### src/hw/rtl/dfr_pkg.sv
// Shared types, codes and helpers for the descriptor frame reassembler.
// No dependencies.
package dfr_pkg;

   localparam int unsigned MAX_FRAMES = 16;   // largest set size accepted
   localparam int unsigned SLOTS      = 16;   // store depth, one per frame index
   localparam int unsigned SLOT_W     = 4;
   localparam int unsigned SIZE_W     = 5;

   // request function codes
   localparam logic FUNC_FEED = 1'b0;
   localparam logic FUNC_READ = 1'b1;

   // response status codes
   localparam logic [2:0] STATUS_IGNORED    = 3'd0;
   localparam logic [2:0] STATUS_INCOMPLETE = 3'd1;
   localparam logic [2:0] STATUS_COMPLETE   = 3'd2;
   localparam logic [2:0] STATUS_MALFORMED  = 3'd3;
   localparam logic [2:0] STATUS_READ       = 3'd4;

   typedef struct packed {
      logic [SLOTS-1:0]  mask;
      logic [SIZE_W-1:0] set_size;
      logic [7:0]        seen_schema;
      logic              schema_known;
      logic [31:0]       accepted;
      logic [31:0]       restarts;
   } set_state_type;

   typedef struct packed {
      logic              en;
      logic [SLOT_W-1:0] idx;
   } store_wr_type;

   typedef struct packed {
      logic [2:0]        status;
      logic              set_complete;
      logic [63:0]       read_data;
      logic              read_valid;
      logic [SIZE_W-1:0] frames_in_set;
      logic [31:0]       accepted_total;
      logic [31:0]       restart_total;
   } rsp_type;

   // all frames 0..size-1 present; never complete while size is zero
   function automatic logic set_done(input logic [SIZE_W-1:0] size,
                                     input logic [SLOTS-1:0]  mask);
      logic [SLOTS-1:0] want;
      for (int i = 0; i < SLOTS; i++) begin
         want[i] = (SIZE_W'(i) < size);
      end
      return (size != '0) && ((mask & want) == want);
   endfunction

endpackage

### src/hw/rtl/descriptor_frame_reassembler.sv
// Top level of the descriptor frame reassembler: set state, frame store, output buffering.
// Depends on dfr_pkg and dfr_decode.
//
//  port group | direction | transfer when         | carries
//  -----------+-----------+-----------------------+-------------------------------------
//  req_       | in        | req_valid & !req_stall | func, frame body, read slot
//  rsp_       | out       | rsp_valid & !rsp_stall | status, read data, set counters
//  csr_       | in        | csr_wr_en              | descriptor page number
//
// One request in, one response out; a new request every cycle while req_stall is low.
// The decode is combinational and its response is registered in the output buffer.
// Reset (synchronous, active high) clears the set state, counters, page and output valids.
// The frame store is not cleared; an entry is only exposed once its mask bit is set.
// A two-entry output buffer (response register plus skid) holds one extra response
// under stalls; req_stall is a flop, high only while the skid entry is occupied.
module descriptor_frame_reassembler import dfr_pkg::*; (
   input  logic              clock,
   input  logic              reset,
   // request channel
   input  logic              req_valid,
   output logic              req_stall,
   input  logic              req_func,
   input  logic [63:0]       req_frame_body,
   input  logic [SLOT_W-1:0] req_read_slot,
   // response channel
   output logic              rsp_valid,
   input  logic              rsp_stall,
   output logic [2:0]        rsp_status,
   output logic              rsp_set_complete,
   output logic [63:0]       rsp_read_data,
   output logic              rsp_read_valid,
   output logic [SIZE_W-1:0] rsp_frames_in_set,
   output logic [31:0]       rsp_accepted_total,
   output logic [31:0]       rsp_restart_total,
   // configuration
   input  logic              csr_wr_en,
   input  logic [7:0]        csr_wr_data
);

   logic [7:0]    page_ff;
   set_state_type state_ff;
   set_state_type state_in;
   store_wr_type  store_wr;
   rsp_type       rsp_new;
   logic [63:0]   store_ff [SLOTS];

   // output buffer
   rsp_type       out_ff;
   rsp_type       out_in;
   logic          out_valid_ff;
   logic          out_valid_in;
   rsp_type       skid_ff;
   rsp_type       skid_in;
   logic          skid_valid_ff;
   logic          skid_valid_in;

   logic          accept;
   logic          out_take;

   assign req_stall = skid_valid_ff;
   assign accept    = req_valid && !req_stall;
   assign out_take  = out_valid_ff && !rsp_stall;

   dfr_decode u_decode (
      .func       (req_func),
      .frame_body (req_frame_body),
      .read_slot  (req_read_slot),
      .page       (page_ff),
      .cur        (state_ff),
      .slot_data  (store_ff[req_read_slot]),
      .nxt        (state_in),
      .store_wr   (store_wr),
      .rsp        (rsp_new)
   );

   // descriptor page register
   always_ff @(posedge clock) begin
      if (reset) begin
         page_ff <= '0;
      end else if (csr_wr_en) begin
         page_ff <= csr_wr_data;
      end
   end

   // set state moves only on an accepted request
   always_ff @(posedge clock) begin
      if (reset) begin
         state_ff <= '0;
      end else if (accept) begin
         state_ff <= state_in;
      end
   end

   // frame store, one write per accepted well-formed frame that matches the page
   always_ff @(posedge clock) begin
      if (accept && store_wr.en) begin
         store_ff[store_wr.idx] <= req_frame_body;
      end
   end

   // response register and skid entry
   always_comb begin
      out_in        = out_ff;
      out_valid_in  = out_valid_ff;
      skid_in       = skid_ff;
      skid_valid_in = skid_valid_ff;
      if (skid_valid_ff) begin
         // no request is taken while the skid entry is full
         if (out_take) begin
            out_in        = skid_ff;
            out_valid_in  = 1'b1;
            skid_valid_in = 1'b0;
         end
      end else if (accept) begin
         if (!out_valid_ff || out_take) begin
            out_in       = rsp_new;
            out_valid_in = 1'b1;
         end else begin
            skid_in       = rsp_new;
            skid_valid_in = 1'b1;
         end
      end else if (out_take) begin
         out_valid_in = 1'b0;
      end
   end

   always_ff @(posedge clock) begin
      if (reset) begin
         out_valid_ff  <= 1'b0;
         skid_valid_ff <= 1'b0;
      end else begin
         out_valid_ff  <= out_valid_in;
         skid_valid_ff <= skid_valid_in;
      end
   end

   always_ff @(posedge clock) begin
      out_ff  <= out_in;
      skid_ff <= skid_in;
   end

   assign rsp_valid          = out_valid_ff;
   assign rsp_status         = out_ff.status;
   assign rsp_set_complete   = out_ff.set_complete;
   assign rsp_read_data      = out_ff.read_data;
   assign rsp_read_valid     = out_ff.read_valid;
   assign rsp_frames_in_set  = out_ff.frames_in_set;
   assign rsp_accepted_total = out_ff.accepted_total;
   assign rsp_restart_total  = out_ff.restart_total;

endmodule

### src/hw/rtl/dfr_decode.sv
// Per-transfer decision logic: frame checks, set restarts, next state and response.
// Depends on dfr_pkg.
module dfr_decode import dfr_pkg::*; (
   input  logic              func,
   input  logic [63:0]       frame_body,
   input  logic [SLOT_W-1:0] read_slot,
   input  logic [7:0]        page,
   input  set_state_type     cur,
   input  logic [63:0]       slot_data,
   output set_state_type     nxt,
   output store_wr_type      store_wr,
   output rsp_type           rsp
);

   logic              page_hit;
   logic [SLOT_W-1:0] index;
   logic [SIZE_W-1:0] count;
   logic [7:0]        schema;
   logic              malformed;
   logic              feed_ok;
   logic              size_chg;
   logic              schema_chg;
   logic [SLOTS-1:0]  mask_kept;
   logic [SLOTS-1:0]  mask_new;
   logic              known_kept;
   logic              done_new;
   logic              rd_hit;

   assign page_hit  = (frame_body[7:0] == page);
   assign index     = frame_body[15:12];
   assign count     = {1'b0, frame_body[11:8]} + SIZE_W'(1);
   assign schema    = frame_body[31:24];
   assign malformed = (count < SIZE_W'(2)) || ({1'b0, index} >= count)
                      || (count > SIZE_W'(MAX_FRAMES));
   assign feed_ok   = (func == FUNC_FEED) && page_hit && !malformed;

   // size change restarts first; a schema check then sees the cleared flag
   assign size_chg   = (cur.set_size != '0) && (cur.set_size != count);
   assign known_kept = size_chg ? 1'b0 : cur.schema_known;
   assign schema_chg = (index == '0) && known_kept && (schema != cur.seen_schema);
   assign mask_kept  = (size_chg || schema_chg) ? '0 : cur.mask;
   assign mask_new   = mask_kept | (SLOTS'(1) << index);

   assign done_new = set_done(count, mask_new);
   assign rd_hit   = cur.mask[read_slot];

   always_comb begin
      nxt          = cur;
      store_wr.en  = feed_ok;
      store_wr.idx = index;
      if (feed_ok) begin
         nxt.mask         = mask_new;
         nxt.set_size     = count;
         nxt.accepted     = cur.accepted + 32'd1;
         nxt.restarts     = cur.restarts + 32'(size_chg) + 32'(schema_chg);
         nxt.schema_known = (index == '0) ? 1'b1 : known_kept;
         nxt.seen_schema  = (index == '0) ? schema : cur.seen_schema;
      end
   end

   always_comb begin
      rsp.read_data  = '0;
      rsp.read_valid = 1'b0;
      case (func)
         FUNC_READ: begin
            rsp.status     = STATUS_READ;
            rsp.read_valid = rd_hit;
            rsp.read_data  = rd_hit ? slot_data : '0;
         end
         default: begin
            if (!page_hit) begin
               rsp.status = STATUS_IGNORED;
            end else if (malformed) begin
               rsp.status = STATUS_MALFORMED;
            end else if (done_new) begin
               rsp.status = STATUS_COMPLETE;
            end else begin
               rsp.status = STATUS_INCOMPLETE;
            end
         end
      endcase
      rsp.set_complete   = set_done(nxt.set_size, nxt.mask);
      rsp.frames_in_set  = nxt.set_size;
      rsp.accepted_total = nxt.accepted;
      rsp.restart_total  = nxt.restarts;
   end

endmodule
### config.mk
export PLATFORM = sky130hd
export DESIGN_NAME = descriptor_frame_reassembler
export DESIGN_NICKNAME = d
export VERILOG_FILES = /design/src/hw/rtl/dfr_pkg.sv /design/src/hw/rtl/descriptor_frame_reassembler.sv /design/src/hw/rtl/dfr_decode.sv
export SDC_FILE = /design/constraint.sdc
export NUM_CORES = 1
export LEC_CHECK = 0
export BUFFER_PORTS_ARGS = -buffer_cell sky130_fd_sc_hd__buf_2
export CAP_MARGIN = 20
export CORE_MARGIN = 2
export CORE_UTILIZATION = 45
export DETAILED_ROUTE_END_ITERATION = 8
export GPL_TIMING_DRIVEN = 0
export PLACE_DENSITY_LB_ADDON = 0.15
export SLEW_MARGIN = 20
export SYNTH_ARGS = -nofsm -noshare
export SYNTH_HDL_FRONTEND = slang
export SYNTH_SLANG_ARGS = --single-unit
### constraint.sdc
create_clock -name clock -period 9.04 [get_ports clock]
set_input_delay 0.452 -clock clock [delete_from_list [all_inputs] [get_ports clock]]
set_output_delay 0.452 -clock clock [all_outputs]
set_load 0.01 [all_outputs]
# [Word level (Yosys, flattened, before mapping)]
# Memories as Yosys holds them, arrays and structs flattened.
# Cells that the tools add are included.
[totals] regBits=380 mem_bits_rw=1024 n_memories=1 wordCells=136 out_inout_bits=140
[classes] eq_ne=7 reduce_logical=30 n_shift=1 n_mux=28 order_cmp=36 bitwise_logic=6 n_addsub=4
[mem_list] memory="store_ff" depth=16 width=64 read_ports=1 rd_clocked_by_memory_dff=0 write_ports=1 line="descriptor_frame_reassembler.sv:45" rtl="logic [63:0] store_ff [SLOTS];"
[ops] cell="138-bit two-way mux" n=4
[ops] cell="94-bit two-way mux" n=1
[ops] cell="4-bit by 5-bit less-than comparator with 1-bit output (first input constant)" n=16
[ops] cell="65-bit two-way mux" n=1
[ops] cell="32-bit by 1-bit adder with 32-bit output" n=2
[ops] cell="64-bit two-way mux" n=1
[ops] cell="3-bit by 5-bit less-than comparator with 1-bit output (first input constant)" n=8
[ops] cell="32-bit by 1-bit adder with 32-bit output (second input constant)" n=1
[ops] cell="16-bit bitwise AND" n=2
[ops] cell="16-bit equality test" n=2
[ops] cell="1-bit by 5-bit less-than comparator with 1-bit output (first input constant)" n=4
[ops] cell="2-bit by 5-bit less-than comparator with 1-bit output (first input constant)" n=4
[ops] cell="16-bit two-way mux" n=1
[ops] cell="16-bit OR" n=1
[ops] cell="1-bit by 4-bit << shifter with 16-bit output (first input constant)" n=1
[ops] cell="5-bit nonzero test" n=3
[ops] cell="1-bit two-way mux" n=14
[ops] cell="3-bit AND reduction" n=4
[ops] cell="1-bit logical AND" n=10
[ops] cell="3-bit two-way mux" n=3
[ops] cell="8-bit equality test" n=1
[ops] cell="8-bit two-way mux" n=1
[ops] cell="8-bit inequality test" n=1
[ops] cell="2-bit nonzero test" n=3
[ops] cell="other kinds (15)" n=23

# [Depth between registers and ports, before layout]
# Gate-level depths: netlist of run 1.
[depth] depth_word=19 mapped_depth=18

# [Hierarchy]
# Synthesis of run 1 repeated with hierarchy kept, for this count alone.
[unflattened] hier_cells=3066 area_unflattened_um2=56011.2
[modules_own_cells] mod="descriptor_frame_reassembler" seq_area_each_um2=41119.4 area_each_um2=51787.2 cells_per_inst=2460 n_inst=1
[modules_own_cells] mod="dfr_decode" seq_area_each_um2=0.0 area_each_um2=4224.1 cells_per_inst=606 n_inst=1

# [Least setup slack after synthesis of run 1]
# Ideal clock, no wire load.
[synth_path] path_type="input port to flip-flop" start="in req_frame_body[8]" end="mem store_ff[12][0], enable pin" path_stages=11 t_required_ps=8391 slack_ps=36 path_buffers=2 setup_ps=649 arrival_time_ps=8355 path_cell_list="buf_2 clkbuf_1 inv_1 ha_1 nand2b_1 a221oi_4 nor2_1 a21oi_1 or3_1 nand4_1 nor4_1"
[synth_via] elab_chain_len=9 elab_cells_between_ends=11 cone_classes="add/sub (1); order compare (3); mux (2); reduce/logical (5)"
[synth_lines] element="start, declared" line="descriptor_frame_reassembler.sv:23" rtl="input logic [63:0] req_frame_body,"
[synth_lines] element="4-bit by 1-bit adder with 5-bit output *" line="dfr_decode.sv:31" rtl="assign count = {1'b0, frame_body[11:8]} + SIZE_W'(1);"
[synth_lines] element="5-bit by 2-bit less-than comparator with 1-bit output / 4-bit by 5-bit >= comparator with 1-bit output (equally long branches)" line="dfr_decode.sv:33" rtl="assign malformed = (count < SIZE_W'(2)) || ({1'b0, index} >= count)"
[synth_lines] element="1-bit logical OR" line="dfr_decode.sv:33"
[synth_lines] element="1-bit logical OR *" line="dfr_decode.sv:34" rtl="|| (count > SIZE_W'(MAX_FRAMES));"
[synth_lines] element="1-bit logical NOT *" line="dfr_decode.sv:35" rtl="assign feed_ok = (func == FUNC_FEED) && page_hit && !malformed;"
[synth_lines] element="1-bit logical AND *" line="dfr_decode.sv:35"
[synth_lines] element="1-bit logical AND *" line="descriptor_frame_reassembler.sv:96" rtl="if (accept && store_wr.en) begin"
[synth_lines] element="1-bit two-way mux *" line="descriptor_frame_reassembler.sv:96"
[synth_lines] element="1-bit two-way mux (implied by the code) *" line="descriptor_frame_reassembler.sv:97" rtl="store_ff[store_wr.idx] <= req_frame_body;"
[synth_lines] element="end, declared" line="descriptor_frame_reassembler.sv:45"
# Mark *: on every way between the ends. The rest lies on a longest branch, timed or not.

# [Final worst setup path of run 1]
[layout_path] start="in req_frame_body[8]" end="mem store_ff[11][33], enable pin"
# The elaborated chain is that of the path after synthesis.

==> key figures, run 1 <==
Run status
  – Result of the run: completed

Finish
  – Design area: between 60000 and 70000 sq um
  – Number of fillers in the final layout: 9961
  – Commonest non-fill, non-tap cell in the layout: edfxtp_1
  – Layout cells sized above 1: 0.277
  – Synthesis-to-layout area growth: 17.4%
  – Final Core Density: 0.533
  – Commonest cells after routing, fill and taps aside: edfxtp_1, buf_2, mux4_2, clkbuf_16, clkbuf_1
  – Final net count: roughly 3600

Clocking
  – CTS sink cnt: 1404
  – Number of buffers inserted during clock tree synthesis: 148
  – Maximum clock path buffer count: 3
  – Post-CTS setup buffer count: 0
  – Worst skew pair latency: 0.78 ns
  – TritonCTS clock tree: built
  – Number of levels the H-tree was split into: 4
  – Clock root cell: clkbuf_16
  – Count of instances resized after the clock tree is built: 0
  – Clock slew at the register clock pins of the worst setup and hold paths: 0.06 ns

Die
  – Core Footprint: 124000 sq um
  – Rows: 129
  – Area of the die: roughly 130000 sq um
  – Die Wd: 357 microns
  – Die height: 357 microns
  – Initial standard-cell utilization of the core: 0.454
  – I/O Pins: 222

Drt
  – Wire length on met2: 70200 microns
  – Pre-Repair DR Iteration Count: 5
  – Post-Route M1 WL: about 60000 microns
  – Vias after detailed routing: 30300
  – Drt wl/cell: 27.0 microns
  – Routed wire length: between 100000 and 150000 microns
  – Top routing layer used: met5
  – Routed wl met3: just over 8000 microns
  – Post-detailed-route DRC marker count: 0
  – Via density per instance: 5.71
  – Number of DRC markers in iteration 0: between 2000 and 3000
  – Number of nets still failing antenna checks after routing: 0

Synth
  – Number of storage elements in the synthesis netlist: approximately 1400
  – Portion of the post-synthesis area used by sequential elements: 0.733
  – Synth warn: 0
  – Area share of the leading cell type in the synthesized netlist: 0.696
  – Post-synthesis instance area: between 50000 and 60000 sq um
  – Arithmetic-cell share of the synthesized area counting full adders, half adders and majority gates: 0.00187
  – FFs w/ async S/R, synth: 0
  – Number of flops mapped to enable cells by yosys: 1300
  – Post-synthesis xor/xnor area fraction: 0.0209
  – Distinct cell type count of the synthesized netlist: 82
  – Library cell with the largest summed area after synthesis: edfxtp_1
  – Top area cells in the synthesized netlist: edfxtp_1, mux4_2, dfxtp_1
  – Share of the synthesized area in compound gates (AO/OA/AOI/OAI): 0.0391
  – Synthesized netlist cell count: between 3000 and 4000
  – Most common flop cell mapped by yosys: edfxtp_1
  – Largest family of logic cells by synthesized area: multiplexers
  – Synthesized area per cell: 18.4 sq um
  – Multiplexer share of the synthesized area: 0.145
  – Fraction of the mapped netlist area in simple logic gates: 0.0454
  – Post-synth net total: 3133

Worst setup path
  – First element of the critical path: req_frame_body[8]
  – Largest stage delay, worst path: 0.70 ns
  – Critical path fanouts, max: 21
  – Worst setup SP type: primary input
  – Start-to-end type of the worst setup path: in -> reg
  – End of the critical path: store_ff[11][33]
  – Endpoint class of the critical path: register
  – Required time of the critical path: 9.49 ns
  – Reg-to-reg slack, setup: ~4.6 ns
  – Reg-to-Reg End: rsp_restart_total[28]
  – Data arrival time of the critical path: 5.24 ns
  – Depth of the worst register-to-register path: 18
  – CP cell instances: buf_2 -> buf_2 -> clkbuf_1 -> inv_1 -> ha_1 -> nand2b_1 -> a221oi_4 -> nor2_1 -> a21oi_1 -> or3_1 -> nand4_1 -> clkbuf_2 -> nor2_4 -> buf_12 -> buf_16 -> buf_12
  – Startpoint of the worst register-to-register path: state_ff[76]
  – Master of the slowest instance on the critical path: nor2_4

Place
  – Placer congestion estimate: 0.880
  – Worst setup slack before clock tree synthesis: around 3.3 ns
  – Post-DP HPWL: 99000 microns
  – Port Buffers: 217
  – Instance area after placement: around 61000 sq um

STA
  – Layout Skew: roughly 0.033 ns
  – Measured slew at the worst slew-check pin: 1.10 ns
  – Final Hold Violating Endpoints: 0
  – Final max-slew violation count: 0
  – Max Clk Rate: 209 MHz
  – Final Hold Slack: between 0.04 and 0.05 ns
  – Max-Slew Margin vs Limit: 0.268
  – Count of endpoints failing setup in the final report: 0
  – RSZ-0062 raised after global routing: no
  – Final Critical Period: roughly 4.8 ns
  – Final critical-path setup slack: 4.25 ns
  – Fraction of the cycle the final worst path needs: 0.530

GRT
  – Wire length of the first global-routing pass: 210000 microns
  – Initial antenna violation count: 18
  – Overall overflow remaining after global route: 0
  – Largest net degree at the start of global routing: 49
  – Total routing usage reported by global routing: 0.226
  – Number of global-route vias before repair: 31300

Run
  – Max Cap Violations: 0

Min path
  – Hold/Removal Path Class: in -> reg

Pwr
  – Standby leakage power: 22.1 nW
  – Worst vdd rail ir drop: 0.198 mV
  – Areal power density over the cells: approximately 210 nW/um^2
## worst min-delay path by stage
stage / end / cells after the start / slack (ns) / from
finish: req_stall / 3 / 0.05 / req_valid
global route: req_stall / 3 / 0.04 / req_valid
CTS: req_stall / 3 / 0.002 / req_valid
detailed placement: state_ff[71] / 2 / 0.46 / state_ff[71]
global placement: state_ff[67] / 2 / 0.45 / state_ff[67]
floorplan: state_ff[65] / 2 / 0.44 / state_ff[65]
## kinds of logic (layout without fill, tap and decap cells)
family | after synthesis | after routing
buffers and inverters | 200 | 820
other | 0 | 4
flip-flops | 1404 | 1404
XOR/XNOR | 131 | 131
adder cells (fa/ha/maj) | 8 | 8
AO/OA/AOI/OAI | 316 | 316
multiplexers | 468 | 468
AND/OR/NAND/NOR | 517 | 517
## state kept, by name, indices dropped and copies added (netlist names), 3 cells and up
register and count:
rsp_read_data 64, store_ff 1024, skid_ff 138, rsp_restart_total 32
rsp_frames_in_set 5, rsp_accepted_total 32, state_ff 94, page_ff 8
rsp_status 3
## power by group
group          internal [mW]  switching, mW  total (mW)
Combinational          0.256          0.429       0.686
Clock                   3.45           2.48        5.93
Sequential              7.15         0.0192        7.17
## cell usage after synthesis (5+ instances only)
cell type     n
buf_2        35
nor2b_1      72
mux2_2      133
o21ai_1       5
nand3_1      27
nand2b_1      8
nor2_1      143
xnor2_1      59
nor4_1       14
nand4_1      17
buf_4         5
mux4_2      261
buf_1        24
and3_1       19
edfxtp_1   1300
dfxtp_1     104
mux2i_1      74
ha_1          6
and2_1       10
a21oi_1      71
clkbuf_1    114
a211oi_1    139
or3_1        24
a31oi_1       7
nor3_1       23
o22ai_1       6
xor2_1       70
o21ai_0      38
nand2_1     134
a21o_1        5
inv_1        18
## per-layer routing
metal,global-route usage,vias up
met1,0.310,15900
li1,-,13200
met3,0.0398,207
met4,0.0661,18
met2,0.373,921
met5,0,-
## cell type report
type | instances | area (sq um) | area share
multi-input cells | 1440 | 14300 | 0.217
repair buffers | 343 | 2830 | 0.0430
diodes | 4 | 10.0 | 0.000152
well taps | 1637 | 2050 | 0.0311
flip-flops and latches | 1404 | 41100 | 0.624
inverters | 20 | 75.1 | 0.00114
clock buffers | 190 | 4010 | 0.0609
clock inverters | 87 | 734 | 0.0112
plain buffers | 180 | 762 | 0.0116
## critical path: cells and delay by family
family / cells / cell delay [ns]
compound gates: 2 / 0.50
simple gates: 5 / 1.54
buf+inv: 8 / 2.37
fa+ha+maj: 1 / 0.30
## through the flow
step	TNS [ns]	total power, mW	instances
floorplan	0	7.69	3044
global placement	-3719.57	7.98	4898
detailed placement	0	8.00	5014
CTS	0	13.9	5301
global route	0	14.2	5304
finish	0	13.8	5305
## what timing repair did
item	in CTS	in global routing
hold endpoints to repair	10	0
setup endpoints to repair	0	0
hold buffers	10	0
No activity file was read; power rests on OpenSTA's default activity.
==> run 2: changes to the inputs <==
Clock period 9.04 ns to 4.4 ns, I/O delays scaled along.
==> run 2 against run 1 <==
Net effect: final cell count is 0.51% higher; die area stayed put; combinational power is 110% higher; first-iteration DRC count is 6.8% lower; non-clock buffer count is 48 higher; clock skew is 0.0051 ns lower; critical path depth is 2 higher; utilization is 0.56 points higher; worst setup slack worse by 4.0 ns; routed wire length is 1.3% lower; register-to-register slack worse by 4.3 ns.
==> key figures, run 2 (synthesis results as in run 1) <==
Run status
  – Result of the run: completed

Finish
  – Antenna diode count: 0 (-4)
  – Synthesis-to-layout area growth: 18.7%
  – Layout cells sized above 1: 0.271 (-0.00557)
  – Design area: 66600 sq um (+1.1%)
  – Register bank with the most flops: store_ff
  – Final net count: 3672 (+1.3%)
  – Largest registers: store_ff: 1024 flops, skid_ff: 138 flops, state_ff: 94 flops
  – Commonest cells after routing, fill and taps aside: edfxtp_1, mux4_2, buf_2, clkbuf_16, clkbuf_1
  – Flip-flop count of the largest register, all copies and words added: 1024 (unchanged)
  – Final Core Density: 0.538 (+0.00562)
  – Commonest non-fill, non-tap cell in the layout: edfxtp_1

STA
  – Final critical-path setup slack: 0.202 ns (-4.05 ns)
  – Count of endpoints failing setup in the final report: 0 (unchanged)
  – Layout Skew: 0.0283 ns (-0.00513 ns)
  – Final max-slew violation count: 0 (unchanged)
  – Max Clk Rate: roughly 240 MHz
  – Final Hold Slack: 0.0888 ns (+0.0428 ns)
  – Measured slew at the worst slew-check pin: 1.12 ns (+0.0177 ns)
  – Fraction of the cycle the final worst path needs: 0.954
  – RSZ-0062 raised after global routing: no
  – Max-Slew Margin vs Limit: 0.256 (-0.0118)
  – Final Hold Violating Endpoints: 0 (unchanged)
  – Final Critical Period: 4.20 ns

Clocking
  – Number of buffers inserted during clock tree synthesis: 146 (-1.4%)
  – Clock root cell: clkbuf_16
  – Worst skew pair latency: 0.78 ns (about the same)
  – Number of levels the H-tree was split into: 4 (unchanged)
  – CTS sink cnt: 1404 (unchanged)
  – Clock slew at the register clock pins of the worst setup and hold paths: 0.06 ns (about the same)
  – Maximum clock path buffer count: 3 (unchanged)
  – TritonCTS clock tree: built

Drt
  – Via density per instance: 5.70 (-0.24%)
  – Number of DRC markers in iteration 0: 2765 (-6.8%)
  – Routed wire length: 141000 microns (-1.3%)
  – Number of nets still failing antenna checks after routing: 0 (unchanged)
  – Drt wl/cell: 26.5 microns (-1.8%)
  – Post-detailed-route DRC marker count: 0 (unchanged)
  – Pre-Repair DR Iteration Count: 5 (unchanged)
  – Vias after detailed routing: 30400 (+0.27%)

GRT
  – Initial antenna violation count: 5 (-13)
  – Largest net degree at the start of global routing: 53 (+8.2%)
  – Number of global-route vias before repair: 31300 (+0.29%)
  – Total routing usage reported by global routing: 0.223 (-0.00289)
  – Overall overflow remaining after global route: 0 (unchanged)
  – Wire length of the first global-routing pass: 207000 microns (-1.1%)

Pwr
  – Standby leakage power: 22.3 nW (+0.61%)
  – Areal power density over the cells: 420 nW/um^2 (+100%)
  – Worst vdd rail ir drop: 0.449 mV (+130%)

Worst setup path
  – Start-to-end type of the worst setup path: in -> reg
  – Reg-to-reg slack, setup: 0.26 ns (-4.29 ns)
  – Required time of the critical path: 4.93 ns (-4.56 ns)
  – Data arrival time of the critical path: 4.73 ns (-0.51 ns)
  – Endpoint class of the critical path: register
  – Worst setup SP type: primary input
  – Critical path fanouts, max: 22 (+4.8%)

Die
  – Initial standard-cell utilization of the core: 0.454 (unchanged)
  – Die height: 357 microns (unchanged)
  – Core Footprint: 124000 sq um (unchanged)
  – Die Wd: 357 microns (unchanged)
  – I/O Pins: 222 (unchanged)
  – Rows: 129 (unchanged)
  – Area of the die: 127000 sq um (unchanged)

Place
  – Post-DP HPWL: 96700 microns (-2.3%)
  – Worst setup slack before clock tree synthesis: -0.418 ns (-3.75 ns)
  – Placer congestion estimate: 0.908 (+3.3%)
  – Instance area after placement: 61100 sq um (+0.19%)
  – Port Buffers: 217 (unchanged)

Run
  – Max Cap Violations: 0 (unchanged)

Min path
  – Hold/Removal Path Class: in -> reg
run 2: changes by cell type in the layout (fill, tap and decap cells not counted), sizes merged, moves of 4 or more:
cell	previous run	this run
dlygate4sd3	10	84
buf	398	373
clkinv	68	49
bufinv	11	5
clkinvlp	1	6
clkbuf	305	309
diode	4	0
run 2: critical path, cell delays in order:
cell           delay (ns)
dlygate4sd3_1        0.55
buf_2                0.44
nand3_1              0.37
xnor2_1              0.22
o41a_1               0.50
inv_2                0.13
nand2_1              0.09
fa_2                 0.39
inv_1                0.08
ha_1                 0.19
o2111a_1             0.21
buf_4                0.18
nand4_1              0.18
or2_1                0.27
clkbuf_1             0.17
nor2_1               0.16
xor2_1               0.10
mux2_2               0.28
run 2: final cells by class:
cell class / count / area, sq um
Fill cell: 9770 / 57100
Buffer: 178 / 787
Clock buffer: 195 / 4010
Multi-Input combinational cell: 1440 / 14400
Sequential cell: 1404 / 41100
Clock inverter: 65 / 536
Inverter: 20 / 80.1
Timing Repair Buffer: 393 / 3610
Tap cell: 1637 / 2050
run 2: per-layer routing:
| layer | routed length (microns) | vias to the layer above | track usage |
|---|---|---|---|
| met5 | 38 | - | 0 |
| met4 | 3790 | 6 | 0.0726 |
| met3 | 7380 | 239 | 0.0336 |
| met2 | 69500 | 959 | 0.371 |
| met1 | 60600 | 15900 | 0.305 |
| li1 | - | 13300 | - |
run 2: final timing paths:
kind | startpoint | end | cells after the start
worst max-delay path | req_frame_body[11] | rsp_restart_total[28] | 18
worst min-delay path | req_valid | state_ff[19] | 5
worst max register to register | state_ff[76] | rsp_restart_total[28] | 17
worst min register to register | state_ff[67] | state_ff[67] | 2
run 2: through the flow:
| step | total power [mW] | TNS (ns) | std cells |
|---|---|---|---|
| floorplan | 15.8 | -142.26 | 3044 |
| global placement | 16.4 | -3974.31 | 4898 |
| detailed placement | 16.4 | -112.69 | 4986 |
| CTS | 28.2 | 0 | 5332 |
| global route | 28.8 | 0 | 5332 |
| finish | 27.9 | 0 | 5332 |
run 2: repair_timing:
action,in CTS,in global routing
pin swaps,1,0
gates resized for setup,1,4
setup endpoints to repair,174,6
setup buffers,2,2
hold endpoints to repair,1058,0
hold buffers,84,0
run 2: power by group:
part	leakage (nW)	internal (mW)	switching, mW
clock network	2.21	6.72	5.03
registers	12.7	14.7	0.0371
logic	7.31	0.575	0.896
